$ cat config.mk
export PLATFORM = sky130hd
export DESIGN_NAME = closest_pair_distance_scan_core
export DESIGN_NICKNAME = d
export VERILOG_FILES = /design/src/rtl/clpd_pkg.sv /design/src/rtl/clpd_isqrt.sv /design/src/rtl/closest_pair_distance_scan_core.sv
export SDC_FILE = /design/constraint.sdc
export NUM_CORES = 2
export LEC_CHECK = 0
export BUFFER_PORTS_ARGS = -buffer_cell sky130_fd_sc_hd__buf_2
export CELL_PAD_IN_SITES_DETAIL_PLACEMENT = 0
export CELL_PAD_IN_SITES_GLOBAL_PLACEMENT = 1
export CORE_ASPECT_RATIO = 0.8
export CORE_MARGIN = 5
export CORE_UTILIZATION = 45
export CTS_CLUSTER_SIZE = 12
export DETAILED_ROUTE_END_ITERATION = 10
export MAX_ROUTING_LAYER = met4
export PLACE_DENSITY_LB_ADDON = 0.1
export RECOVER_POWER = 100
export SYNTH_ARGS = -nofsm -noshare
export SYNTH_HDL_FRONTEND = slang
export SYNTH_SLANG_ARGS = --single-unit
$ cat constraint.sdc
create_clock -name clk -period 10.2 [get_ports clk]
set_clock_uncertainty 0.15 [all_clocks]
set_input_delay 1.02 -clock clk [delete_from_list [all_inputs] [get_ports clk]]
set_output_delay 1.02 -clock clk [all_outputs]
set_load 0.02 [all_outputs]
$ cat src/rtl/clpd_pkg.sv
// Shared constants, types and state codes of the closest-pair distance scan core.
package clpd_pkg;

	localparam int MAX_POINTS  = 64;
	localparam int COORD_WIDTH = 16;
	localparam int FRAC_BITS   = 8;

	localparam int ADDR_W = $clog2(MAX_POINTS);
	localparam int CNT_W  = $clog2(MAX_POINTS + 1);

	// one stored point: y above x
	localparam int PT_W = 2 * COORD_WIDTH;

	// |a - b| of two coordinates fits COORD_WIDTH bits unsigned
	localparam int SQ_W  = 2 * COORD_WIDTH;
	localparam int SUM_W = SQ_W + 1;

	localparam int DSQ_W  = 34;
	localparam int DFIX_W = 25;

	// square root of dist_squared << (2*FRAC_BITS)
	localparam int RAD_W  = DSQ_W + 2 * FRAC_BITS;
	localparam int ROOT_W = RAD_W / 2;
	localparam int STEP_W = $clog2(ROOT_W + 1);

	localparam int OUT_FIELDS_W = DSQ_W + DFIX_W + 4 * COORD_WIDTH;
	localparam int OUT_TDATA_W  = ((OUT_FIELDS_W + 7) / 8) * 8;
	localparam int OUT_PAD_W    = OUT_TDATA_W - OUT_FIELDS_W;

	typedef enum logic [4:0] {
		ST_IDLE  = 5'b00001,
		ST_SCAN  = 5'b00010,
		ST_DRAIN = 5'b00100,
		ST_SQRT  = 5'b01000,
		ST_DONE  = 5'b10000
	} state_t;

	typedef struct packed {
		logic busy;
		logic done;
	} sq_stat_t;

endpackage

$ cat src/rtl/clpd_isqrt.sv
// Iterative integer square root, one root bit per cycle.
module clpd_isqrt import clpd_pkg::*; (
	input  logic              clk,
	input  logic              arst_n,
	input  logic              start,
	input  logic [RAD_W-1:0]  radicand,
	output sq_stat_t          stat,
	output logic [ROOT_W-1:0] root
);

	logic              busy_q;
	logic              done_q;
	logic [STEP_W-1:0] cnt_q;
	logic [RAD_W-1:0]  rad_q;
	logic [ROOT_W:0]   rem_q;
	logic [ROOT_W-1:0] root_q;

	logic [ROOT_W+2:0] rem_sh;
	logic [ROOT_W+2:0] trial;
	logic [ROOT_W+2:0] rem_nx;
	logic              ge;

	always_comb begin
		rem_sh = {rem_q, rad_q[RAD_W-1 -: 2]};
		trial  = {1'b0, root_q, 2'b01};
		ge     = (rem_sh >= trial);
		rem_nx = ge ? (rem_sh - trial) : rem_sh;
	end

	always_ff @(posedge clk or negedge arst_n) begin
		if (!arst_n) begin
			busy_q <= 1'b0;
			done_q <= 1'b0;
			cnt_q  <= '0;
		end else begin
			done_q <= 1'b0;
			if (start && !busy_q) begin
				busy_q <= 1'b1;
				cnt_q  <= STEP_W'(ROOT_W);
			end else if (busy_q) begin
				cnt_q <= cnt_q - 1'b1;
				if (cnt_q == STEP_W'(1)) begin
					busy_q <= 1'b0;
					done_q <= 1'b1;
				end
			end
		end
	end

	always_ff @(posedge clk) begin
		if (start && !busy_q) begin
			rad_q  <= radicand;
			rem_q  <= '0;
			root_q <= '0;
		end else if (busy_q) begin
			rad_q  <= rad_q << 2;
			rem_q  <= rem_nx[ROOT_W:0];
			root_q <= {root_q[ROOT_W-2:0], ge};
		end
	end

	assign stat.busy = busy_q;
	assign stat.done = done_q;
	assign root      = root_q;

endmodule

$ cat src/rtl/closest_pair_distance_scan_core.sv
// Closest-pair distance scan core: point store, pair scan and result register.
//
// Points stream in one item per cycle while the core is idle (tready high) and are
// written to a 64-entry point store in arrival order; points beyond capacity are
// dropped and reported as overflow. The item marked tlast is stored like the others
// and then, with at least two points stored, starts an exhaustive scan of all pairs
// i<j (i outer, j inner). The store has a single registered read port, so the scan
// reads one point j per pair plus one extra read per outer step to fetch point i.
// The distance pipeline then drains and the bit-serial square-root unit works out
// ROOT_W (25) root bits of the result before the hand-over to the output register.
// The input side is held off (tready low) from the tlast item until the result is
// in the output register; points of the next set may load while that result waits
// to be taken. The first pair with the strictly smallest squared distance wins
// ties. With fewer than two points found is 0, both distances read all ones and
// the coordinates zero. No clearing pass is needed after reset.
module closest_pair_distance_scan_core import clpd_pkg::*; (
	input  logic                   clk,
	input  logic                   arst_n,

	input  logic                   s_axis_tvalid,
	output logic                   s_axis_tready,
	input  logic [PT_W-1:0]        s_axis_tdata,  // point_x, point_y
	input  logic                   s_axis_tlast,  // last_point

	output logic                   m_axis_tvalid,
	input  logic                   m_axis_tready,
	// dist_squared, dist_fixed, first_x, first_y, second_x, second_y, zero pad
	output logic [OUT_TDATA_W-1:0] m_axis_tdata,
	output logic [1:0]             m_axis_tuser   // found, overflow
);

	state_t state_q;

	// point store and its counters
	logic [PT_W-1:0]   mem [MAX_POINTS];
	logic [CNT_W-1:0]  cnt_q;
	logic              drop_q;
	logic              in_acc;
	logic              room;
	logic [CNT_W-1:0]  cnt_nx;

	// scan sequencer
	logic [CNT_W-1:0]  i_q;
	logic [CNT_W-1:0]  j_q;
	logic              issue_i_q;
	logic              rd_en;
	logic [ADDR_W-1:0] rd_addr;

	// distance pipeline
	logic              v_s1;
	logic              isi_s1;
	logic [PT_W-1:0]   rd_s1;
	logic [COORD_WIDTH-1:0] pix_q, piy_q;

	logic [COORD_WIDTH:0]   dxw, dyw;
	logic [COORD_WIDTH-1:0] adx, ady;

	logic              v_s2;
	logic [COORD_WIDTH-1:0] dx_s2, dy_s2;
	logic [PT_W-1:0]   pa_s2, pb_s2;

	logic              v_s3;
	logic [SQ_W-1:0]   sqx_s3, sqy_s3;
	logic [PT_W-1:0]   pa_s3, pb_s3;
	logic [SUM_W-1:0]  sum_s3;

	// running best
	logic              have_q;
	logic [SUM_W-1:0]  best_q;
	logic [PT_W-1:0]   best_a_q, best_b_q;

	// root unit
	logic              sq_start;
	sq_stat_t          sq_stat;
	logic [ROOT_W-1:0] sq_root;

	// output register
	logic              out_free;
	logic              out_load;
	logic              out_valid_q;
	logic [OUT_TDATA_W-1:0] out_data_q;
	logic [1:0]        out_user_q;
	logic              pipe_empty;

	assign s_axis_tready = (state_q == ST_IDLE);
	assign in_acc        = s_axis_tvalid && s_axis_tready;
	assign room          = (cnt_q < CNT_W'(MAX_POINTS));
	assign cnt_nx        = room ? (cnt_q + 1'b1) : cnt_q;

	assign pipe_empty = !v_s1 && !v_s2 && !v_s3;
	assign out_free   = !out_valid_q || m_axis_tready;
	assign out_load   = (state_q == ST_DONE) && out_free;
	assign sq_start   = (state_q == ST_DRAIN) && pipe_empty && have_q;

	assign rd_en   = (state_q == ST_SCAN);
	assign rd_addr = issue_i_q ? i_q[ADDR_W-1:0] : j_q[ADDR_W-1:0];

	// point store: one write port, one registered read port
	always_ff @(posedge clk) begin
		if (in_acc && room)
			mem[cnt_q[ADDR_W-1:0]] <= s_axis_tdata;
		if (rd_en)
			rd_s1 <= mem[rd_addr];
	end

	// control
	always_ff @(posedge clk or negedge arst_n) begin
		if (!arst_n) begin
			state_q   <= ST_IDLE;
			cnt_q     <= '0;
			drop_q    <= 1'b0;
			i_q       <= '0;
			j_q       <= '0;
			issue_i_q <= 1'b0;
			v_s1      <= 1'b0;
			isi_s1    <= 1'b0;
			v_s2      <= 1'b0;
			v_s3      <= 1'b0;
			have_q    <= 1'b0;
		end else begin
			v_s1   <= rd_en;
			isi_s1 <= issue_i_q;
			v_s2   <= v_s1 && !isi_s1;
			v_s3   <= v_s2;

			if (v_s3 && (!have_q || (sum_s3 < best_q)))
				have_q <= 1'b1;

			unique case (state_q)
				ST_IDLE: begin
					if (in_acc) begin
						cnt_q <= cnt_nx;
						if (!room)
							drop_q <= 1'b1;
						if (s_axis_tlast) begin
							have_q    <= 1'b0;
							i_q       <= '0;
							issue_i_q <= 1'b1;
							state_q   <= (cnt_nx >= CNT_W'(2)) ? ST_SCAN : ST_DONE;
						end
					end
				end
				ST_SCAN: begin
					if (issue_i_q) begin
						issue_i_q <= 1'b0;
						j_q       <= i_q + 1'b1;
					end else if (j_q == cnt_q - 1'b1) begin
						if (i_q + CNT_W'(2) == cnt_q) begin
							state_q <= ST_DRAIN;
						end else begin
							i_q       <= i_q + 1'b1;
							issue_i_q <= 1'b1;
						end
					end else begin
						j_q <= j_q + 1'b1;
					end
				end
				ST_DRAIN: begin
					if (pipe_empty)
						state_q <= have_q ? ST_SQRT : ST_DONE;
				end
				ST_SQRT: begin
					if (sq_stat.done)
						state_q <= ST_DONE;
				end
				ST_DONE: begin
					if (out_free) begin
						cnt_q   <= '0;
						drop_q  <= 1'b0;
						state_q <= ST_IDLE;
					end
				end
				default: state_q <= ST_IDLE;
			endcase
		end
	end

	// stage 1: absolute coordinate differences against the held point i
	always_comb begin
		dxw = {pix_q[COORD_WIDTH-1], pix_q}
			- {rd_s1[COORD_WIDTH-1], rd_s1[COORD_WIDTH-1:0]};
		dyw = {piy_q[COORD_WIDTH-1], piy_q}
			- {rd_s1[PT_W-1], rd_s1[PT_W-1:COORD_WIDTH]};
		adx = dxw[COORD_WIDTH] ? COORD_WIDTH'(~dxw + 1'b1) : dxw[COORD_WIDTH-1:0];
		ady = dyw[COORD_WIDTH] ? COORD_WIDTH'(~dyw + 1'b1) : dyw[COORD_WIDTH-1:0];
	end

	assign sum_s3 = {1'b0, sqx_s3} + {1'b0, sqy_s3};

	always_ff @(posedge clk) begin
		if (v_s1 && isi_s1) begin
			pix_q <= rd_s1[COORD_WIDTH-1:0];
			piy_q <= rd_s1[PT_W-1:COORD_WIDTH];
		end
		dx_s2  <= adx;
		dy_s2  <= ady;
		pa_s2  <= {piy_q, pix_q};
		pb_s2  <= rd_s1;
		sqx_s3 <= dx_s2 * dx_s2;
		sqy_s3 <= dy_s2 * dy_s2;
		pa_s3  <= pa_s2;
		pb_s3  <= pb_s2;
		// strict less-than keeps the earliest minimal pair
		if (v_s3 && (!have_q || (sum_s3 < best_q))) begin
			best_q   <= sum_s3;
			best_a_q <= pa_s3;
			best_b_q <= pb_s3;
		end
	end

	clpd_isqrt u_isqrt (
		.clk      (clk),
		.arst_n   (arst_n),
		.start    (sq_start),
		.radicand ({DSQ_W'(best_q), {(2 * FRAC_BITS){1'b0}}}),
		.stat     (sq_stat),
		.root     (sq_root)
	);

	// output register
	always_ff @(posedge clk or negedge arst_n) begin
		if (!arst_n)
			out_valid_q <= 1'b0;
		else if (out_load)
			out_valid_q <= 1'b1;
		else if (m_axis_tready)
			out_valid_q <= 1'b0;
	end

	always_ff @(posedge clk) begin
		if (out_load) begin
			if (have_q) begin
				out_data_q <= {{OUT_PAD_W{1'b0}}, best_b_q, best_a_q,
					DFIX_W'(sq_root), DSQ_W'(best_q)};
				out_user_q <= {drop_q, 1'b1};
			end else begin
				out_data_q <= {{OUT_PAD_W{1'b0}}, {(2 * PT_W){1'b0}},
					{DFIX_W{1'b1}}, {DSQ_W{1'b1}}};
				out_user_q <= {drop_q, 1'b0};
			end
		end
	end

	assign m_axis_tvalid = out_valid_q;
	assign m_axis_tdata  = out_data_q;
	assign m_axis_tuser  = out_user_q;

	a_cnt_range: assert property (@(posedge clk) disable iff (!arst_n)
		cnt_q <= CNT_W'(MAX_POINTS))
		else $error("point count beyond store depth");

	a_pipe_in_scan: assert property (@(posedge clk) disable iff (!arst_n)
		v_s3 |-> (state_q == ST_SCAN || state_q == ST_DRAIN))
		else $error("distance pipeline active outside the scan");

	a_sqrt_start: assert property (@(posedge clk) disable iff (!arst_n)
		sq_start |-> (have_q && !sq_stat.busy))
		else $error("root unit started without a pair or while busy");

	a_set_cleared: assert property (@(posedge clk) disable iff (!arst_n)
		out_load |=> (cnt_q == '0 && !drop_q && state_q == ST_IDLE))
		else $error("set not cleared after result load");

	a_result_from_done: assert property (@(posedge clk) disable iff (!arst_n)
		$rose(out_valid_q) |-> $past(state_q == ST_DONE))
		else $error("result appeared outside the hand-over state");

endmodule

=== Word level (Yosys, flattened, before mapping) ===
Memory sizes are Yosys's and may differ from the RTL's. A register that Yosys moved wholly into a read port is not among the register bits.
Cells that the tools add are included.

* RAM bits: 2048
* Output and inout port bits: 132
* Flip-flop bits (word level): 609
* Memories: 1

{| class="wikitable"
|+ Memory list
! name !! depth !! bits a word !! rd ports !! clocked after Yosys merged registers in !! wr ports !! RTL line !! text
|-
| mem || 64 || 32 || 1 || 1 || 1 || closest_pair_distance_scan_core.sv:35 || <nowiki>logic [PT_W-1:0] mem [MAX_POINTS];</nowiki>
|}

* $lt $le $gt $ge: 4
* Multiplexer cells: 57
* Add/sub/neg operators: 12
* $mul: 2
* Equality and inequality tests: 19
* Bitwise logic cells: 2
* Reductions and logical operators: 30

{| class="wikitable"
|+ Operator list
! kind !! count
|-
| $mux W49 || 2
|-
| $mux W7 || 10
|-
| $mul A16 B16 Y32 || 2
|-
| $mux W5 || 12
|-
| $mux W34 || 1
|-
| $sub A16 B16 Y17 || 2
|-
| $add A32 B32 Y33 || 1
|-
| $lt A33 B33 Y1 || 1
|-
| $add A16 B1 Y16 const B || 2
|-
| $mux W16 || 2
|-
| $not A16 Y16 || 2
|-
| $ge A28 B27 Y1 || 1
|-
| $pmux W7 S2 || 2
|-
| $mux W26 || 1
|-
| $sub A26 B26 Y26 || 1
|-
| $pmux W5 S5 || 1
|-
| $mux W1 || 23
|-
| $add A7 B1 Y7 const B || 3
|-
| $eq A7 B7 Y1 || 2
|-
| $ne A2 B2 Y1 const B || 6
|-
| $logic_and A1 B1 Y1 || 11
|-
| $eq A5 B1 Y1 const B || 2
|-
| $ne A2 B1 Y1 const B || 5
|-
| $reduce_and A8 Y1 || 1
|-
| other kinds (18) || 30
|}

=== Logic depth before layout (Yosys ltp) ===
* Depth in word-level cells: 8
* Mapped depth: 25
* Gate-level depth less buffers: 24

=== Cells and area by module ===
Synthesis repeated with hierarchy kept, for this count alone.

* Cell total of the unflattened synthesis: 7457
* Area total of the unflattened synthesis: 118807.7 sq um

{| class="wikitable"
|+ Modules (own cells, without submodules)
! module !! area each (sq um) !! cells an instance !! instances !! sequential area each (sq um)
|-
| closest_pair_distance_scan_core || 113000.9 || 6888 || 1 || 75383.5
|-
| clpd_isqrt || 5806.8 || 569 || 1 || 2697.6
|}

=== Worst setup path before layout ===
No wires, ideal clock.

* Path type: register -> register
* Start point: register sqx_s3[11]
* End point: register best_a_q[0], enable pin
* Data arrival time: 8.265 ns
* Cell stages (with the launch flop): 20
* Period minus slack after synthesis: 9.001 ns
* Required time: 9.465 ns
* Setup slack: 1.199 ns
* Setup time: 0.585 ns
* Path through: dfxtp_1 > ha_1 > a211o_1 > o211ai_1 > a21oi_1 > o21ai_1 > a21oi_1 > or4_1 > a31o_2 > xor2_1 > ha_1 > a21o_1 > a21o_1 > a21o_1 > a21o_1 > a21oi_1 > o21ai_0 > nor3_1 > o211ai_1 > a21oi_1

* Cells in the longest elaborated chain, start to end: 4

{| class="wikitable"
|+ Ends and longest elaborated chain
! what !! RTL line !! text
|-
| start, declared || closest_pair_distance_scan_core.sv:63 || <nowiki>logic [SQ_W-1:0] sqx_s3, sqy_s3;</nowiki>
|-
| start signal, assigned || closest_pair_distance_scan_core.sv:199 || <nowiki>sqx_s3 <= dx_s2 * dx_s2;</nowiki>
|-
| $add A32 B32 Y33 || closest_pair_distance_scan_core.sv:188 || <nowiki>assign sum_s3 = {1'b0, sqx_s3} + {1'b0, sqy_s3};</nowiki>
|-
| named net sum_s3[18] || closest_pair_distance_scan_core.sv:65 || <nowiki>logic [SUM_W-1:0] sum_s3;</nowiki>
|-
| $lt A33 B33 Y1 || closest_pair_distance_scan_core.sv:204 || <nowiki>if (v_s3 && (!have_q || (sum_s3 < best_q))) begin</nowiki>
|-
| $logic_or A1 B1 Y1 || closest_pair_distance_scan_core.sv:204 ||
|-
| $logic_and A1 B1 Y1 || closest_pair_distance_scan_core.sv:204 ||
|-
| end signal, assigned || closest_pair_distance_scan_core.sv:206 || <nowiki>best_a_q <= pa_s3;</nowiki>
|-
| end, declared || closest_pair_distance_scan_core.sv:70 || <nowiki>logic [PT_W-1:0] best_a_q, best_b_q;</nowiki>
|}

The timed path passes the listed nets, and every way through them passes these cells.
A chain may end at the register's enable or synchronous reset.

=== Worst setup path after layout ===
* Start point: register issue_i_q
* End point: register rd_s1[30] (read register of mem), data pin

* Cells in the longest elaborated chain, start to end: 1

{| class="wikitable"
|+ Ends and longest elaborated chain
! what !! RTL line !! text
|-
| start, declared || closest_pair_distance_scan_core.sv:45 || <nowiki>logic issue_i_q;</nowiki>
|-
| start signal, assigned || closest_pair_distance_scan_core.sv:114 || <nowiki>issue_i_q <= 1'b0;</nowiki>
|-
| start signal, assigned || closest_pair_distance_scan_core.sv:138 || <nowiki>issue_i_q <= 1'b1;</nowiki>
|-
| start signal, assigned || closest_pair_distance_scan_core.sv:145 || <nowiki>issue_i_q <= 1'b0;</nowiki>
|-
| $mux W6 || closest_pair_distance_scan_core.sv:96 || <nowiki>assign rd_addr = issue_i_q ? i_q[ADDR_W-1:0] : j_q[ADDR_W-1:0];</nowiki>
|-
| end, declared || closest_pair_distance_scan_core.sv:52 || <nowiki>logic [PT_W-1:0] rd_s1;</nowiki>
|}

No other way between the ends.

==> results by group <==
Critical path
  – Slowest library cell on the worst path: sky130_fd_sc_hd__clkbuf_1
  – Stage delay of the slowest cell on the critical path: 1970 ps
  – Reg2reg start: issue_i_q$_DFFE_PN0P_
  – Critical Path Fanout Max: 70
  – Count of cells along the worst register-to-register path: 10
  – Critical Path Sink Type: flop
  – Category of the worst setup path launch point: flop
  – R2r setup slk: 2110 ps
  – Required time worst endpoint: 10560 ps
  – R2r endpoint: rd_s1[30]$_DFFE_PP_
  – Worst path cell trace: clkbuf_1, mux2i_4, clkbuf_1, buf_12, mux4_2, and2_0, a211oi_1, a311oi_1, a211oi_1, a21oi_1
  – CP arrival: 8450 ps
  – Kind of critical path: flop to flop
  – WP buf/inv: 3
  – Top Family by Delay on Critical Path: buffers and inverters

Logic synthesis
  – Number of warnings reported in the yosys synthesis log: 0
  – Cell count after synthesis: 7253
  – EDFF count, synth: 2367
  – Main synth FF type: sky130_fd_sc_hd__edfxtp_1
  – Mean instance size in the synthesized netlist: 16.3 um2
  – Mapped Area: 118000 um2
  – Sequential element share of the synthesized area: 65.6%
  – Proportion of netlist area held by the largest area contributor: 60.1%
  – Synth async-reset ratio: 1.53%
  – Top area cells in the synthesized netlist: sky130_fd_sc_hd__edfxtp_1, sky130_fd_sc_hd__mux4_2, sky130_fd_sc_hd__fa_1
  – Flop and latch count out of synthesis: 2682
  – Synth unique cells: 88
  – Post-synthesis cell type with the largest combined area: sky130_fd_sc_hd__edfxtp_1

Clocking
  – Number of buffers inserted for hold repair after clock tree synthesis: 0
  – Maximum buffer depth of the clock tree: 4
  – TritonCTS Buffers: 286
  – Clock H-tree levels: 5
  – Count of instances resized after the clock tree is built: 0
  – Clock transition at path regs: 60 ps
  – CTS root buffer: sky130_fd_sc_hd__clkbuf_16
  – Clock insertion delay at the later pin of the skew report: 870 ps
  – Count of clock tree sinks: 2682
  – Setup Fix Bufs, Post-CTS: 0
  – TritonCTS clock tree: yes

Timing
  – Sum Neg Setup Slack: 0 ps
  – Finish-stage setup viols: 0
  – Share of the clock period used by the worst path: 79.3%
  – Tightest Pin Transition: 3810 ps
  – Worst slew margin relative to its limit: -154%
  – Highest Clock Rate: 0.124 GHz
  – Unrepaired setup endpoints after global routing: false
  – Final critical delay including setup and external delays: 8090 ps
  – Max Transition Viols Final: 4910
  – Final-report hold violation count: 0

Finish
  – Fillers: 22000
  – Most frequent cells in the layout: sky130_fd_sc_hd__edfxtp_1, sky130_fd_sc_hd__nand2_1, sky130_fd_sc_hd__inv_1, sky130_fd_sc_hd__mux4_2, sky130_fd_sc_hd__ha_1
  – Post-layout nets: 8222
  – Final core utilization: 50.2%
  – Layout cells sized above 1: 13.4%
  – Footprint of the flip-flops and latches: 77600 um2
  – Most common cell after layout, fill and taps aside: sky130_fd_sc_hd__edfxtp_1
  – Area growth from synthesis to final layout: 11.1%
  – Footprint of the multi-input gates: 37100 um2

Global routing
  – Grt ovf: 0
  – Total GRT Usage: 22.8%
  – Number of antenna violations at the first check in global routing: 27
  – Via count of the first global-routing pass: 65200
  – Wire length of the first global-routing pass: 446000 um
  – Maximum number of pins on one net before global-route repair: 108

Place
  – HPWL Detailed: 181000 um
  – Routability cong.: 0.798
  – IO buf count: 163

Die
  – Floorplan core area: 262000 um2
  – Overall die area: 273000 um2
  – Overall die width: 583 um
  – Row count: 168
  – I/O pin total: 169
  – Initial core utilization: 45.2%
  – Die H: 468 um

Outcome
  – Status: finished, violations left
  – Violated checks: max-capacitance violations, max-slew violations

Worst hold path
  – Origin of the worst min-delay path: pb_s2[18]$_DFF_P_
  – Cells on Worst Hold Path: 0
  – Worst Hold Endpoint: pb_s3[18]$_DFF_P_
  – Class of the tightest hold or removal check: flop to flop

Run
  – Reported max-cap violation count: 135

Drt
  – First DRT Iteration DRCs: 5417
  – Final Routed Wirelength: 302000 um
  – Wire length per cell after detailed routing: 27.0 um
  – DRC violations left: 0
  – Post-detailed-route count of antenna-violating nets: 0
  – Number of detailed-routing iterations run before antenna repair: 7
  – Via-per-instance ratio: 5.63
  – Number of vias in the routed layout: 63000
how the worst max path moves through the flow:
stage / startpoint / endpoint / slack [ps] / cells after the start
after floorplan: sqx_s3[11]$_DFF_P_ / best_a_q[0]$_DFFE_PP_ / 1200 / 19
after global placement: dy_s2[1]$_DFF_P_ / sqy_s3[30]$_DFF_P_ / 3390 / 19
after detailed placement: dy_s2[1]$_DFF_P_ / sqy_s3[30]$_DFF_P_ / 3230 / 19
after CTS: dy_s2[13]$_DFF_P_ / sqy_s3[27]$_DFF_P_ / 3210 / 22
after global routing: sqy_s3[3]$_DFF_P_ / best_a_q[28]$_DFFE_PP_ / 1500 / 21
final: issue_i_q$_DFFE_PN0P_ / rd_s1[30]$_DFFE_PP_ / 2110 / 10
cells by family after synthesis:
group / count (synthesis) / share of synthesized area [%]
AOI/OAI and AO/OA: 856 / 4.99
xor gates and xnor gates: 201 / 1.50
adders and majority gates: 658 / 9.03
buffers and inverters: 961 / 3.28
DFF: 2682 / 65.6
muxes: 586 / 10.4
other: 1 / 0.00317
and+or+nand+nor: 1308 / 5.14
synthesized netlist by cell type (21+ instances only):
| master | n |
|---|---|
| sky130_fd_sc_hd__edfxtp_1 | 2367 |
| sky130_fd_sc_hd__nand2_1 | 636 |
| sky130_fd_sc_hd__inv_1 | 634 |
| sky130_fd_sc_hd__mux4_2 | 512 |
| sky130_fd_sc_hd__ha_1 | 332 |
| sky130_fd_sc_hd__fa_1 | 326 |
| sky130_fd_sc_hd__dfxtp_1 | 274 |
| sky130_fd_sc_hd__and2_1 | 271 |
| sky130_fd_sc_hd__clkbuf_1 | 194 |
| sky130_fd_sc_hd__a21oi_1 | 190 |
| sky130_fd_sc_hd__nor2_1 | 187 |
| sky130_fd_sc_hd__a211oi_1 | 172 |
| sky130_fd_sc_hd__xnor2_1 | 138 |
| sky130_fd_sc_hd__a21o_1 | 80 |
| sky130_fd_sc_hd__a31oi_1 | 78 |
| sky130_fd_sc_hd__buf_2 | 76 |
| sky130_fd_sc_hd__o21ai_0 | 69 |
| sky130_fd_sc_hd__a311oi_1 | 67 |
| sky130_fd_sc_hd__xor2_1 | 62 |
| sky130_fd_sc_hd__buf_4 | 45 |
| sky130_fd_sc_hd__o31ai_1 | 44 |
| sky130_fd_sc_hd__dfrtp_1 | 40 |
| sky130_fd_sc_hd__nor3_1 | 37 |
| sky130_fd_sc_hd__mux2_2 | 36 |
| sky130_fd_sc_hd__nand3_1 | 36 |
| sky130_fd_sc_hd__mux2i_1 | 34 |
| sky130_fd_sc_hd__nor2b_1 | 29 |
| sky130_fd_sc_hd__o21ai_1 | 27 |
| sky130_fd_sc_hd__nand2b_1 | 25 |
| sky130_fd_sc_hd__nand4_1 | 21 |
per-stage QoR:
stage	instance area (um2)	hold WS, ps	cells	setup WS (ps)
finish	131000	174	11200	2110
global route	131000	182	11200	1500
CTS	132000	171	11200	3210
detailed placement	124000	162	10700	3230
global placement	124000	161	10700	3390
floorplan	118000	160	7257	1200
routing by layer:
metal	up-vias	wire, um	share of wire, %	global-route usage, %
met2	1779	138000	46	34.3
met3	414	19900	6.6	4.26
met1	33100	137000	45	32.6
li1	27700	-	-	-
met5	-	0	0	-
met4	0	7210	2.4	5.49
flip-flops by register name, indices dropped and copies added (netlist names), 16 cells and up:
signal and cells:
piy_q 16, pb_s3 32, pa_s2 32, dy_s2 16
rd_s1 32, mem 2048, m_axis_tdata 123, pix_q 16
best_a_q 32, dx_s2 16, u_isqrt.rad_q 34, u_isqrt.root 25
u_isqrt.rem_q 26, sqy_s3 31, sqx_s3 31, best_q 33
best_b_q 32, pa_s3 32, pb_s2 32
area by class of cell:
cell class,instances,share of cell area (%)
tap,3485,3.32
clock buffer,393,6.04
clock inverter,67,0.367
timing repair buffer,309,1.14
multi-input combinational,3614,28.3
sequential,2682,59.0
inverter,634,1.81
antenna,10,0.0190
worst reg2reg max path: stages, from the launching register on:
cell	delay (ps)
sky130_fd_sc_hd__dfrtp_1	320
sky130_fd_sc_hd__clkbuf_1	1140
sky130_fd_sc_hd__mux2i_4	1240
sky130_fd_sc_hd__clkbuf_1	2010
sky130_fd_sc_hd__buf_12	600
sky130_fd_sc_hd__mux4_2	590
sky130_fd_sc_hd__and2_0	180
sky130_fd_sc_hd__a211oi_1	240
sky130_fd_sc_hd__a311oi_1	110
sky130_fd_sc_hd__a211oi_1	1050
sky130_fd_sc_hd__a21oi_1	160
Power is left out: the tool's default activity adds up to more than one toggle a clock period on the data nets, which glitch-free logic cannot reach.
